--- src/nonpreemptive_priority_scheduler_top_macros.svh ---
// Assertion macros for the priority scheduler block.
`ifndef NONPREEMPTIVE_PRIORITY_SCHEDULER_TOP_MACROS_SVH
`define NONPREEMPTIVE_PRIORITY_SCHEDULER_TOP_MACROS_SVH

`ifndef SYNTH
`define NPS_ASSERT_IMP(lbl, ante, cons, msg) \
  lbl: assert property (@(posedge clk) disable iff (!rst_n) (ante) |-> (cons)) \
    else $error(msg);
`define NPS_ASSERT_NXT(lbl, ante, cons, msg) \
  lbl: assert property (@(posedge clk) disable iff (!rst_n) (ante) |=> (cons)) \
    else $error(msg);
`else
`define NPS_ASSERT_IMP(lbl, ante, cons, msg)
`define NPS_ASSERT_NXT(lbl, ante, cons, msg)
`endif

`endif

--- src/nps_pkg.sv ---
// Shared constants and controller/datapath interface types for the scheduler.
package nps_pkg;

  localparam int MAX_PROCS = 16;
  localparam int IDX_W     = $clog2(MAX_PROCS);
  localparam int CNT_W     = $clog2(MAX_PROCS + 1);

  localparam int ARR_W  = 16;
  localparam int PRI_W  = 8;
  localparam int BUR_W  = 16;
  localparam int TIME_W = 21;
  localparam int JOB_W  = 5;

  typedef struct packed {
    logic             load_job;
    logic             scan_start;
    logic             rd_en;
    logic [IDX_W-1:0] rd_addr;
    logic             decide;
    logic             first;
    logic             calc_tat;
    logic             emit;
    logic             last;
    logic             finish;
  } ctl_cmd_t;

  typedef struct packed {
    logic [CNT_W-1:0] job_count;
    logic             out_busy;
  } dp_sts_t;

endpackage

--- src/nps_ctrl.sv ---
// Sequencer for job loading, ready-set scans and result issue.
`include "nonpreemptive_priority_scheduler_top_macros.svh"

module nps_ctrl (
  input  logic              clk,
  input  logic              rst_n,
  input  logic              in_valid,
  input  logic              in_last_job,
  output logic              in_stall,
  input  nps_pkg::dp_sts_t  sts,
  output nps_pkg::ctl_cmd_t cmd
);
  import nps_pkg::*;

  typedef enum logic [2:0] {
    ST_IDLE,
    ST_SCAN,
    ST_DRAIN,
    ST_DECIDE,
    ST_TAT,
    ST_EMIT
  } state_t;

  state_t           state_r, state_nxt;
  logic [IDX_W-1:0] scan_r, scan_nxt;
  logic [IDX_W-1:0] k_r, k_nxt;
  logic             first_r, first_nxt;
  logic             scan_end;
  logic             k_end;

  assign in_stall = (state_r != ST_IDLE);
  assign scan_end = (CNT_W'(scan_r) + CNT_W'(1)) == sts.job_count;
  assign k_end    = (CNT_W'(k_r) + CNT_W'(1)) == sts.job_count;

  always_comb begin
    state_nxt = state_r;
    scan_nxt  = scan_r;
    k_nxt     = k_r;
    first_nxt = first_r;
    cmd       = '0;
    cmd.rd_addr = scan_r;
    unique case (state_r)
      ST_IDLE: begin
        if (in_valid) begin
          cmd.load_job = 1'b1;
          if (in_last_job) begin
            first_nxt = 1'b1;
            scan_nxt  = '0;
            k_nxt     = '0;
            state_nxt = ST_SCAN;
          end
        end
      end
      ST_SCAN: begin
        cmd.rd_en      = 1'b1;
        cmd.scan_start = (scan_r == '0);
        if (scan_end) begin
          scan_nxt  = '0;
          state_nxt = ST_DRAIN;
        end else begin
          scan_nxt = scan_r + IDX_W'(1);
        end
      end
      ST_DRAIN: begin
        state_nxt = ST_DECIDE;
      end
      ST_DECIDE: begin
        cmd.decide = 1'b1;
        cmd.first  = first_r;
        first_nxt  = 1'b0;
        state_nxt  = ST_TAT;
      end
      ST_TAT: begin
        cmd.calc_tat = 1'b1;
        state_nxt    = ST_EMIT;
      end
      ST_EMIT: begin
        if (!sts.out_busy) begin
          cmd.emit = 1'b1;
          cmd.last = k_end;
          if (k_end) begin
            cmd.finish = 1'b1;
            k_nxt      = '0;
            state_nxt  = ST_IDLE;
          end else begin
            k_nxt     = k_r + IDX_W'(1);
            state_nxt = ST_SCAN;
          end
        end
      end
      default: state_nxt = ST_IDLE;
    endcase
  end

  always_ff @(posedge clk) begin
    if (!rst_n) begin
      state_r <= ST_IDLE;
      scan_r  <= '0;
      k_r     <= '0;
      first_r <= 1'b0;
    end else begin
      state_r <= state_nxt;
      scan_r  <= scan_nxt;
      k_r     <= k_nxt;
      first_r <= first_nxt;
    end
  end

  `NPS_ASSERT_IMP(a_scan_bound, cmd.rd_en, CNT_W'(cmd.rd_addr) < sts.job_count, "scan past set")
  `NPS_ASSERT_IMP(a_k_bound, state_r == ST_EMIT, CNT_W'(k_r) < sts.job_count, "too many results")
  `NPS_ASSERT_NXT(a_first_once, state_r == ST_DECIDE, !first_r, "first pick flag held")

endmodule

--- src/nps_datapath.sv ---
// Job stores, selection accumulators, time arithmetic and result register.
`include "nonpreemptive_priority_scheduler_top_macros.svh"

module nps_datapath (
  input  logic                         clk,
  input  logic                         rst_n,
  input  nps_pkg::ctl_cmd_t            cmd,
  output nps_pkg::dp_sts_t             sts,
  input  logic [nps_pkg::ARR_W-1:0]    in_arrival_time,
  input  logic [nps_pkg::PRI_W-1:0]    in_priority_req,
  input  logic [nps_pkg::BUR_W-1:0]    in_burst_time,
  output logic                         out_valid,
  input  logic                         out_stall,
  output logic [nps_pkg::JOB_W-1:0]    out_job_number,
  output logic [nps_pkg::TIME_W-1:0]   out_completion_time,
  output logic [nps_pkg::TIME_W-1:0]   out_turnaround_time,
  output logic [nps_pkg::TIME_W-1:0]   out_waiting_time,
  output logic                         out_last_result
);
  import nps_pkg::*;

  logic [ARR_W-1:0] arr_mem [MAX_PROCS];
  logic [PRI_W-1:0] pri_mem [MAX_PROCS];
  logic [BUR_W-1:0] bur_mem [MAX_PROCS];

  logic [CNT_W-1:0]     job_cnt_r;
  logic [MAX_PROCS-1:0] done_r;
  logic                 full;

  logic             eval_r;
  logic [IDX_W-1:0] eval_idx_r;
  logic [ARR_W-1:0] rd_arr_r;
  logic [PRI_W-1:0] rd_pri_r;
  logic [BUR_W-1:0] rd_bur_r;

  logic             min_vld_r;
  logic [ARR_W-1:0] min_arr_r;
  logic [IDX_W-1:0] p2_idx_r;
  logic [PRI_W-1:0] p2_pri_r;
  logic [BUR_W-1:0] p2_bur_r;

  logic             have_r;
  logic [IDX_W-1:0] rp_idx_r;
  logic [PRI_W-1:0] rp_pri_r;
  logic [ARR_W-1:0] rp_arr_r;
  logic [BUR_W-1:0] rp_bur_r;

  logic [TIME_W-1:0] ct_r;
  logic [TIME_W-1:0] tat_r;
  logic [IDX_W-1:0]  sel_idx_r;
  logic [ARR_W-1:0]  sel_arr_r;
  logic [BUR_W-1:0]  sel_bur_r;

  logic              undone;
  logic              ready;
  logic              use_ready;
  logic [IDX_W-1:0]  pick_idx;
  logic [ARR_W-1:0]  pick_arr;
  logic [BUR_W-1:0]  pick_bur;
  logic [TIME_W-1:0] base_time;

  logic              out_valid_r;
  logic [JOB_W-1:0]  out_job_r;
  logic [TIME_W-1:0] out_ct_r;
  logic [TIME_W-1:0] out_tat_r;
  logic [TIME_W-1:0] out_wt_r;
  logic              out_last_r;

  assign full   = (job_cnt_r == CNT_W'(MAX_PROCS));
  assign undone = ~done_r[eval_idx_r];
  assign ready  = undone && (TIME_W'(rd_arr_r) <= ct_r);

  assign use_ready = have_r && !cmd.first;
  assign pick_idx  = use_ready ? rp_idx_r : p2_idx_r;
  assign pick_arr  = use_ready ? rp_arr_r : min_arr_r;
  assign pick_bur  = use_ready ? rp_bur_r : p2_bur_r;
  assign base_time = use_ready ? ct_r : TIME_W'(min_arr_r);

  assign sts.job_count = job_cnt_r;
  assign sts.out_busy  = out_valid_r && out_stall;

  always_ff @(posedge clk) begin
    if (cmd.load_job && !full) begin
      arr_mem[job_cnt_r[IDX_W-1:0]] <= in_arrival_time;
      pri_mem[job_cnt_r[IDX_W-1:0]] <= in_priority_req;
      bur_mem[job_cnt_r[IDX_W-1:0]] <= in_burst_time;
    end
    if (cmd.rd_en) begin
      rd_arr_r <= arr_mem[cmd.rd_addr];
      rd_pri_r <= pri_mem[cmd.rd_addr];
      rd_bur_r <= bur_mem[cmd.rd_addr];
    end
  end

  always_ff @(posedge clk) begin
    if (!rst_n) begin
      job_cnt_r   <= '0;
      done_r      <= '0;
      eval_r      <= 1'b0;
      min_vld_r   <= 1'b0;
      have_r      <= 1'b0;
      out_valid_r <= 1'b0;
    end else begin
      eval_r <= cmd.rd_en;
      if (cmd.finish) begin
        job_cnt_r <= '0;
        done_r    <= '0;
      end else begin
        if (cmd.load_job && !full) begin
          job_cnt_r <= job_cnt_r + CNT_W'(1);
        end
        if (cmd.decide) begin
          done_r[pick_idx] <= 1'b1;
        end
      end
      if (cmd.scan_start) begin
        min_vld_r <= 1'b0;
        have_r    <= 1'b0;
      end else if (eval_r) begin
        if (undone) begin
          min_vld_r <= 1'b1;
        end
        if (ready) begin
          have_r <= 1'b1;
        end
      end
      if (cmd.emit) begin
        out_valid_r <= 1'b1;
      end else if (!out_stall) begin
        out_valid_r <= 1'b0;
      end
    end
  end

  always_ff @(posedge clk) begin
    eval_idx_r <= cmd.rd_addr;
    if (eval_r && !cmd.scan_start) begin
      if (undone) begin
        priority if (!min_vld_r || rd_arr_r < min_arr_r) begin
          min_arr_r <= rd_arr_r;
          p2_idx_r  <= eval_idx_r;
          p2_pri_r  <= rd_pri_r;
          p2_bur_r  <= rd_bur_r;
        end else if (rd_arr_r == min_arr_r && rd_pri_r > p2_pri_r) begin
          p2_idx_r <= eval_idx_r;
          p2_pri_r <= rd_pri_r;
          p2_bur_r <= rd_bur_r;
        end else begin
          min_arr_r <= min_arr_r;
        end
      end
      if (ready && (!have_r || rd_pri_r > rp_pri_r ||
                    (rd_pri_r == rp_pri_r && rd_arr_r < rp_arr_r))) begin
        rp_idx_r <= eval_idx_r;
        rp_pri_r <= rd_pri_r;
        rp_arr_r <= rd_arr_r;
        rp_bur_r <= rd_bur_r;
      end
    end
    if (cmd.decide) begin
      ct_r      <= base_time + TIME_W'(pick_bur);
      sel_idx_r <= pick_idx;
      sel_arr_r <= pick_arr;
      sel_bur_r <= pick_bur;
    end
    if (cmd.calc_tat) begin
      tat_r <= ct_r - TIME_W'(sel_arr_r);
    end
    if (cmd.emit) begin
      out_job_r  <= JOB_W'(sel_idx_r) + JOB_W'(1);
      out_ct_r   <= ct_r;
      out_tat_r  <= tat_r;
      out_wt_r   <= tat_r - TIME_W'(sel_bur_r);
      out_last_r <= cmd.last;
    end
  end

  assign out_valid           = out_valid_r;
  assign out_job_number      = out_job_r;
  assign out_completion_time = out_ct_r;
  assign out_turnaround_time = out_tat_r;
  assign out_waiting_time    = out_wt_r;
  assign out_last_result     = out_last_r;

  `NPS_ASSERT_IMP(a_emit_slot, cmd.emit, !(out_valid_r && out_stall), "result overwritten")
  `NPS_ASSERT_IMP(a_pick_found, cmd.decide, min_vld_r, "no unfinished job at decision")
  `NPS_ASSERT_NXT(a_done_clear, cmd.finish, done_r == '0 && job_cnt_r == '0, "set not cleared")

endmodule

--- src/nonpreemptive_priority_scheduler_top.sv ---
// Top level of the non-preemptive priority scheduler.
//
// Input channel: one job per request (arrival, priority, burst, last_job).
// Jobs are taken one per cycle while the block is idle; in_stall is high
// whenever a set is being scheduled. Up to MAX_PROCS jobs are kept, and
// further jobs of the same set are dropped. The job with last_job closes
// the set and starts scheduling.
// Result channel: one request per job in execution order, carrying the
// job number, completion, turnaround and waiting times; last_result marks
// the final job of the set.
// Each result comes from a scan of the job store, one read per cycle
// through its single registered port, then a drain state, the pick, the
// turnaround and the result register.
// A stalled receiver holds the result register; the scan of the next job
// does not start until the register frees and the result is issued.
// Reset clears the job count, done flags and both handshakes; job stores
// are not cleared and need no sweep.
module nonpreemptive_priority_scheduler_top (
  input  logic                        clk,
  input  logic                        rst_n,
  input  logic                        in_valid,
  output logic                        in_stall,
  input  logic [nps_pkg::ARR_W-1:0]   in_arrival_time,
  input  logic [nps_pkg::PRI_W-1:0]   in_priority_req,
  input  logic [nps_pkg::BUR_W-1:0]   in_burst_time,
  input  logic                        in_last_job,
  output logic                        out_valid,
  input  logic                        out_stall,
  output logic [nps_pkg::JOB_W-1:0]   out_job_number,
  output logic [nps_pkg::TIME_W-1:0]  out_completion_time,
  output logic [nps_pkg::TIME_W-1:0]  out_turnaround_time,
  output logic [nps_pkg::TIME_W-1:0]  out_waiting_time,
  output logic                        out_last_result
);
  import nps_pkg::*;

  ctl_cmd_t cmd;
  dp_sts_t  sts;

  nps_ctrl u_ctrl (
    .clk         (clk),
    .rst_n       (rst_n),
    .in_valid    (in_valid),
    .in_last_job (in_last_job),
    .in_stall    (in_stall),
    .sts         (sts),
    .cmd         (cmd)
  );

  nps_datapath u_datapath (
    .clk                 (clk),
    .rst_n               (rst_n),
    .cmd                 (cmd),
    .sts                 (sts),
    .in_arrival_time     (in_arrival_time),
    .in_priority_req     (in_priority_req),
    .in_burst_time       (in_burst_time),
    .out_valid           (out_valid),
    .out_stall           (out_stall),
    .out_job_number      (out_job_number),
    .out_completion_time (out_completion_time),
    .out_turnaround_time (out_turnaround_time),
    .out_waiting_time    (out_waiting_time),
    .out_last_result     (out_last_result)
  );

endmodule

--- config.mk ---
export PLATFORM = sky130hd
export DESIGN_NAME = nonpreemptive_priority_scheduler_top
export DESIGN_NICKNAME = d
export VERILOG_FILES = /design/src/nps_pkg.sv /design/src/nps_ctrl.sv /design/src/nps_datapath.sv /design/src/nonpreemptive_priority_scheduler_top.sv
export VERILOG_INCLUDE_DIRS = /design/src /design/src/src
export SDC_FILE = /design/constraint.sdc
export NUM_CORES = 1
export LEC_CHECK = 0
export BUFFER_PORTS_ARGS = -buffer_cell sky130_fd_sc_hd__buf_2
export CAP_MARGIN = 30
export CORE_ASPECT_RATIO = 0.6
export CORE_MARGIN = 10
export CORE_UTILIZATION = 30
export CTS_CLUSTER_SIZE = 14
export DETAILED_ROUTE_END_ITERATION = 8
export PLACE_DENSITY = 0.49
export SLEW_MARGIN = 40
export SYNTH_ARGS = -nofsm -noshare
export SYNTH_HDL_FRONTEND = slang
export SYNTH_HIERARCHICAL = 1
export SYNTH_SLANG_ARGS = --single-unit
--- constraint.sdc ---
create_clock -name clk -period 17.53 [get_ports clk]
set_input_delay 5.259 -clock clk [delete_from_list [all_inputs] [get_ports clk]]
set_output_delay 5.259 -clock clk [all_outputs]
set_load 0.01 [all_outputs]
==> summary.txt <==
Global route
  – Vias in the first global route: between 20,000 and 25,000
  – First-pass GRT wire length: 142.5 mm
  – Global router's overall resource usage: between 10% and 20%
  – Most utilized layer in the global route result: met1
  – Met1 usage: between 10% and 20%
  – GR Overflow Total: 0
  – Met3 Track Usage GR: under 10%
  – Antenna violations before repair: 9
  – Met2 usage: a little under a fifth
  – Largest net degree at the start of global routing: between 60 and 70

Power
  – Power share of the combinational group: 6.7%
  – Pwr dens: about 110 mW/mm^2
  – Clk network pwr share: 39.9%
  – Flop pwr share: ~53%
  – Int Pwr: approximately 3.8 mW
  – Switch share: around 22%
  – Worst VDD drop: 0.07439 mV
  – Lkg Pwr: approximately 15 nW
  – Tot Pwr: approximately 5 mW
  – Sw Pwr: between 1 and 1.5 mW

Setup path
  – CP startpoint: in_valid
  – CP Launch Type: input pin
  – R2R Setup Slk: around 13 ns
  – Setup crit end kind: flip-flop
  – Worst path max stage delay: 0.62 ns
  – Crit-path slowest cell: and2_2
  – Worst Path Max Fanout: 23
  – Worst setup path endpoint: u_datapath/arr_mem[2][5]$_DFFE_PP_
  – Worst reg2reg endpoint: u_datapath/ct_r[17]$_DFFE_PP_
  – Crit path required time: ~18 ns
  – Worst Path Arrival: 7.31 ns
  – Critical Path, Cell by Cell: buf_2 -> and2_1 -> o31ai_1 -> nor3_1 -> and2_2 -> buf_4
  – Worst r2r path cells: 13
  – Worst R2R Start: u_ctrl/state_r[0]$_SDFFE_PN0P_
  – Critical path class: input pin to flip-flop

Yosys
  – Avg Inst Size Synth: roughly 18 sq um
  – Yosys warns: 6
  – Mapped Area: about 0.039 sq mm
  – Post-Syn Nets: between 2,000 and 2,500
  – Post-synthesis sequential area ratio: approximately 72%
  – Post-synth EDFFs: 915
  – Post-Synthesis Cells: 2,144
  – Top_reg_cell synth: edfxtp_1
  – #FFs+latches synth: between 900 and 1,000
  – Yosys cell types: 74
  – Ys async rst share: 0%

Clock tree
  – Post-CTS sizing: 0
  – Post-CTS Repair Setup Buffers: 0
  – TritonCTS buffer count: 91
  – Clk buf depth: 3
  – CTS tree: built
  – CTS clk-pin slew, worst paths: 0.06 ns
  – Root buffer cell: clkbuf_16
  – H-Tree Depth: 3
  – Clk_lat worst skew: about 0.69 ns
  – Clock sinks: 956
  – CTS Hold Bufs: 0

Timing
  – Post-route setup TNS: 0 ns
  – Fin. Hold Viols: 0
  – Worst Hold Slack: roughly 0.45 ns
  – Final Worst Setup Slack: approximately 11 ns
  – RSZ-0062 raised after global routing: no
  – Slew Limit Fails: 0
  – Min cycle time layout: 6.980 ns
  – F_max: 0.1433 GHz
  – Slew margin rel.: about 45%
  – Final setup violation count: 0
  – Worst-Margin Slew: around 0.8 ns
  – Clock skew: about 0.032 ns
  – Tcrit/Tclk final: about two fifths

Route
  – Total Routed Length: around 100 mm
  – Via count: approximately 20,000
  – 1st-pass router iterations: 5
  – Initial DRC Count: about 1,900
  – Detail Route Antenna Nets: 0
  – DRC viols: 0
  – Vias/cell: 4.881
  – Mean routed wirelength per cell: 23.61 um

Floorplanning
  – Core Rows: 102
  – CORE AREA: about 0.13 sq mm
  – Full die area: 0.1458 sq mm
  – Starting Density: between 30% and 40%
  – Die Span X: 486.3 um
  – I/O Pins: around 120
  – Chip height: ~300 um

Final layout
  – Fin cells: around 4,100
  – Fin util: around a third
  – Fill cell count: ~12,000
  – Share of cells above drive strength 1: about 22%
  – Layout area overhead: 14.88%
  – Final Cell Area: around 0.045 sq mm
  – Fin nets: around 2,500

Place
  – Port bufs: between 100 and 150
  – Dpl ws: 9.782 ns
  – RD Place Congestion: 0.8187
  – Post-DP Area: roughly 0.042 sq mm
  – Placed Cells: roughly 3,900
  – HPWL after DPL: 63.67 mm

Worst hold path
  – Worst min path class: flip-flop to flip-flop

Status
  – Outcome: finished clean

Run
  – Max cap viols: 0
==> logic make-up after synthesis <==
| kind of cell | after synthesis | synth area share, % |
|---|---|---|
| AO/OA/AOI/OAI | 250 | 4.096 |
| XOR/XNOR | 69 | 1.564 |
| adder cells (fa/ha/maj) | 122 | 3.959 |
| buffers and inverters | 203 | 2.002 |
| flip-flops | 956 | 72.32 |
| multiplexers | 212 | 12.02 |
| AND/OR/NAND/NOR | 332 | 4.048 |
==> cell usage in the layout (no fill, tap or decap), types with 21 or more instances in the layout <==
cell | netlist | routed
a21o_1 | 21 | 21
a21oi_1 | 74 | 73
buf_2 | 10 | 115
buf_4 | 2 | 26
clkbuf_16 | 0 | 94
clkinv_1 | 0 | 21
dfxtp_1 | 41 | 37
edfxtp_1 | 915 | 915
ha_1 | 119 | 119
inv_1 | 132 | 130
mux4_2 | 201 | 201
nand2_1 | 110 | 110
nor2_1 | 88 | 73
o21ai_0 | 29 | 29
o21ai_1 | 35 | 35
xnor2_1 | 45 | 45
xor2_1 | 23 | 23
==> area by class of cell <==
| class | count | area (sq um) | area share (%) |
|---|---|---|---|
| Sequential cell | 956 | 28310 | 62.98 |
| Clock buffer | 115 | 2451 | 5.453 |
| Multi-Input combinational cell | 985 | 10210 | 22.71 |
| Antenna cell | 5 | 12.51 | 0.02783 |
| Timing Repair Buffer | 150 | 880.8 | 1.959 |
| Clock inverter | 52 | 434.2 | 0.9658 |
| Inverter | 135 | 509.2 | 1.133 |
| Tap cell | 1716 | 2147 | 4.776 |
==> metal layers <==
layer,vias up,part of all wire (%),wire [um]
li1,8878,-,-
met1,10550,49,47600
met2,526,43,41660
met3,119,6.5,6298
met4,6,1.6,1520
met5,-,0.035,34
==> cells in the mapped netlist (3+ instances only) <==
master | count | area share [%]
o22ai_1 | 3 | 0.048
buf_2 | 10 | 0.13
inv_1 | 132 | 1.3
xor2_1 | 23 | 0.51
clkbuf_1 | 50 | 0.48
nor3b_1 | 4 | 0.077
o31ai_1 | 8 | 0.15
a211o_1 | 3 | 0.067
and2_1 | 10 | 0.16
mux4_2 | 201 | 12
edfxtp_1 | 915 | 70
o21ai_0 | 29 | 0.37
a21boi_1 | 3 | 0.058
nand4_1 | 19 | 0.30
inv_2 | 3 | 0.029
dfxtp_1 | 41 | 2.1
buf_1 | 5 | 0.048
nor2_1 | 88 | 0.84
a2111oi_0 | 6 | 0.13
mux2i_1 | 7 | 0.18
mux4_1 | 4 | 0.27
a21oi_1 | 74 | 0.95
a21o_1 | 21 | 0.40
o2111ai_1 | 5 | 0.11
nor2b_1 | 19 | 0.30
nor3_1 | 17 | 0.22
xnor2_1 | 45 | 1.0
a31oi_1 | 9 | 0.14
o21bai_1 | 7 | 0.13
o221ai_1 | 4 | 0.090
nand2b_1 | 10 | 0.16
fa_1 | 3 | 0.15
nand2_1 | 110 | 1.1
nand3_1 | 16 | 0.20
o21ai_1 | 35 | 0.45
nor4_1 | 4 | 0.064
ha_1 | 119 | 3.8
o21a_1 | 11 | 0.21
or3_1 | 5 | 0.080
and3_1 | 11 | 0.18
o211ai_1 | 8 | 0.15
a211oi_1 | 8 | 0.15
==> registers in the layout (all words and copies together) (netlist names), 21 cells and up <==
signal / flops
u_datapath/out_turnaround_time: 21
u_datapath/tat_r: 21
u_datapath/bur_mem: 256
u_datapath/out_waiting_time: 21
u_datapath/pri_mem: 128
u_datapath/arr_mem: 256
u_datapath/out_completion_time: 21
u_datapath/ct_r: 21
==> power groups by stage <==
stage / registers, mW / logic (mW) / clock network, mW
final: 2.60 / 0.325 / 1.94
after global placement: 2.64 / 0.319 / 0
after global routing: 2.60 / 0.358 / 2.09
after CTS: 2.60 / 0.329 / 2.00
after floorplan: 2.63 / 0.201 / 0
after detailed placement: 2.64 / 0.327 / 0
==> worst min path at each step <==
| stage | from | to | slack (ns) | depth (start not counted) |
|---|---|---|---|---|
| final | u_datapath/rd_bur_r[3]$_DFFE_PP_ | u_datapath/p2_bur_r[3]$_DFFE_PP_ | 0.45 | 0 |
| after CTS | u_datapath/rd_bur_r[3]$_DFFE_PP_ | u_datapath/p2_bur_r[3]$_DFFE_PP_ | 0.44 | 0 |
| after detailed placement | u_datapath/rd_bur_r[3]$_DFFE_PP_ | u_datapath/p2_bur_r[3]$_DFFE_PP_ | 0.43 | 0 |
| after floorplan | u_ctrl/scan_r[3]$_SDFFE_PN0P_ | u_datapath/eval_idx_r[3]$_DFF_P_ | 0.38 | 0 |
| after global placement | u_datapath/rd_bur_r[5]$_DFFE_PP_ | u_datapath/p2_bur_r[5]$_DFFE_PP_ | 0.43 | 0 |
| after global routing | u_datapath/rd_bur_r[3]$_DFFE_PP_ | u_datapath/p2_bur_r[3]$_DFFE_PP_ | 0.45 | 0 |
==> worst max-delay path: cells and delay by family <==
kind | cells | cell delay [ns]
AOI/OAI and AO/OA | 1 | 0.23
and+or+nand+nor | 3 | 1.19
buffers and inverters | 2 | 0.57
Note: power is estimated with default switching activity, not from simulation.
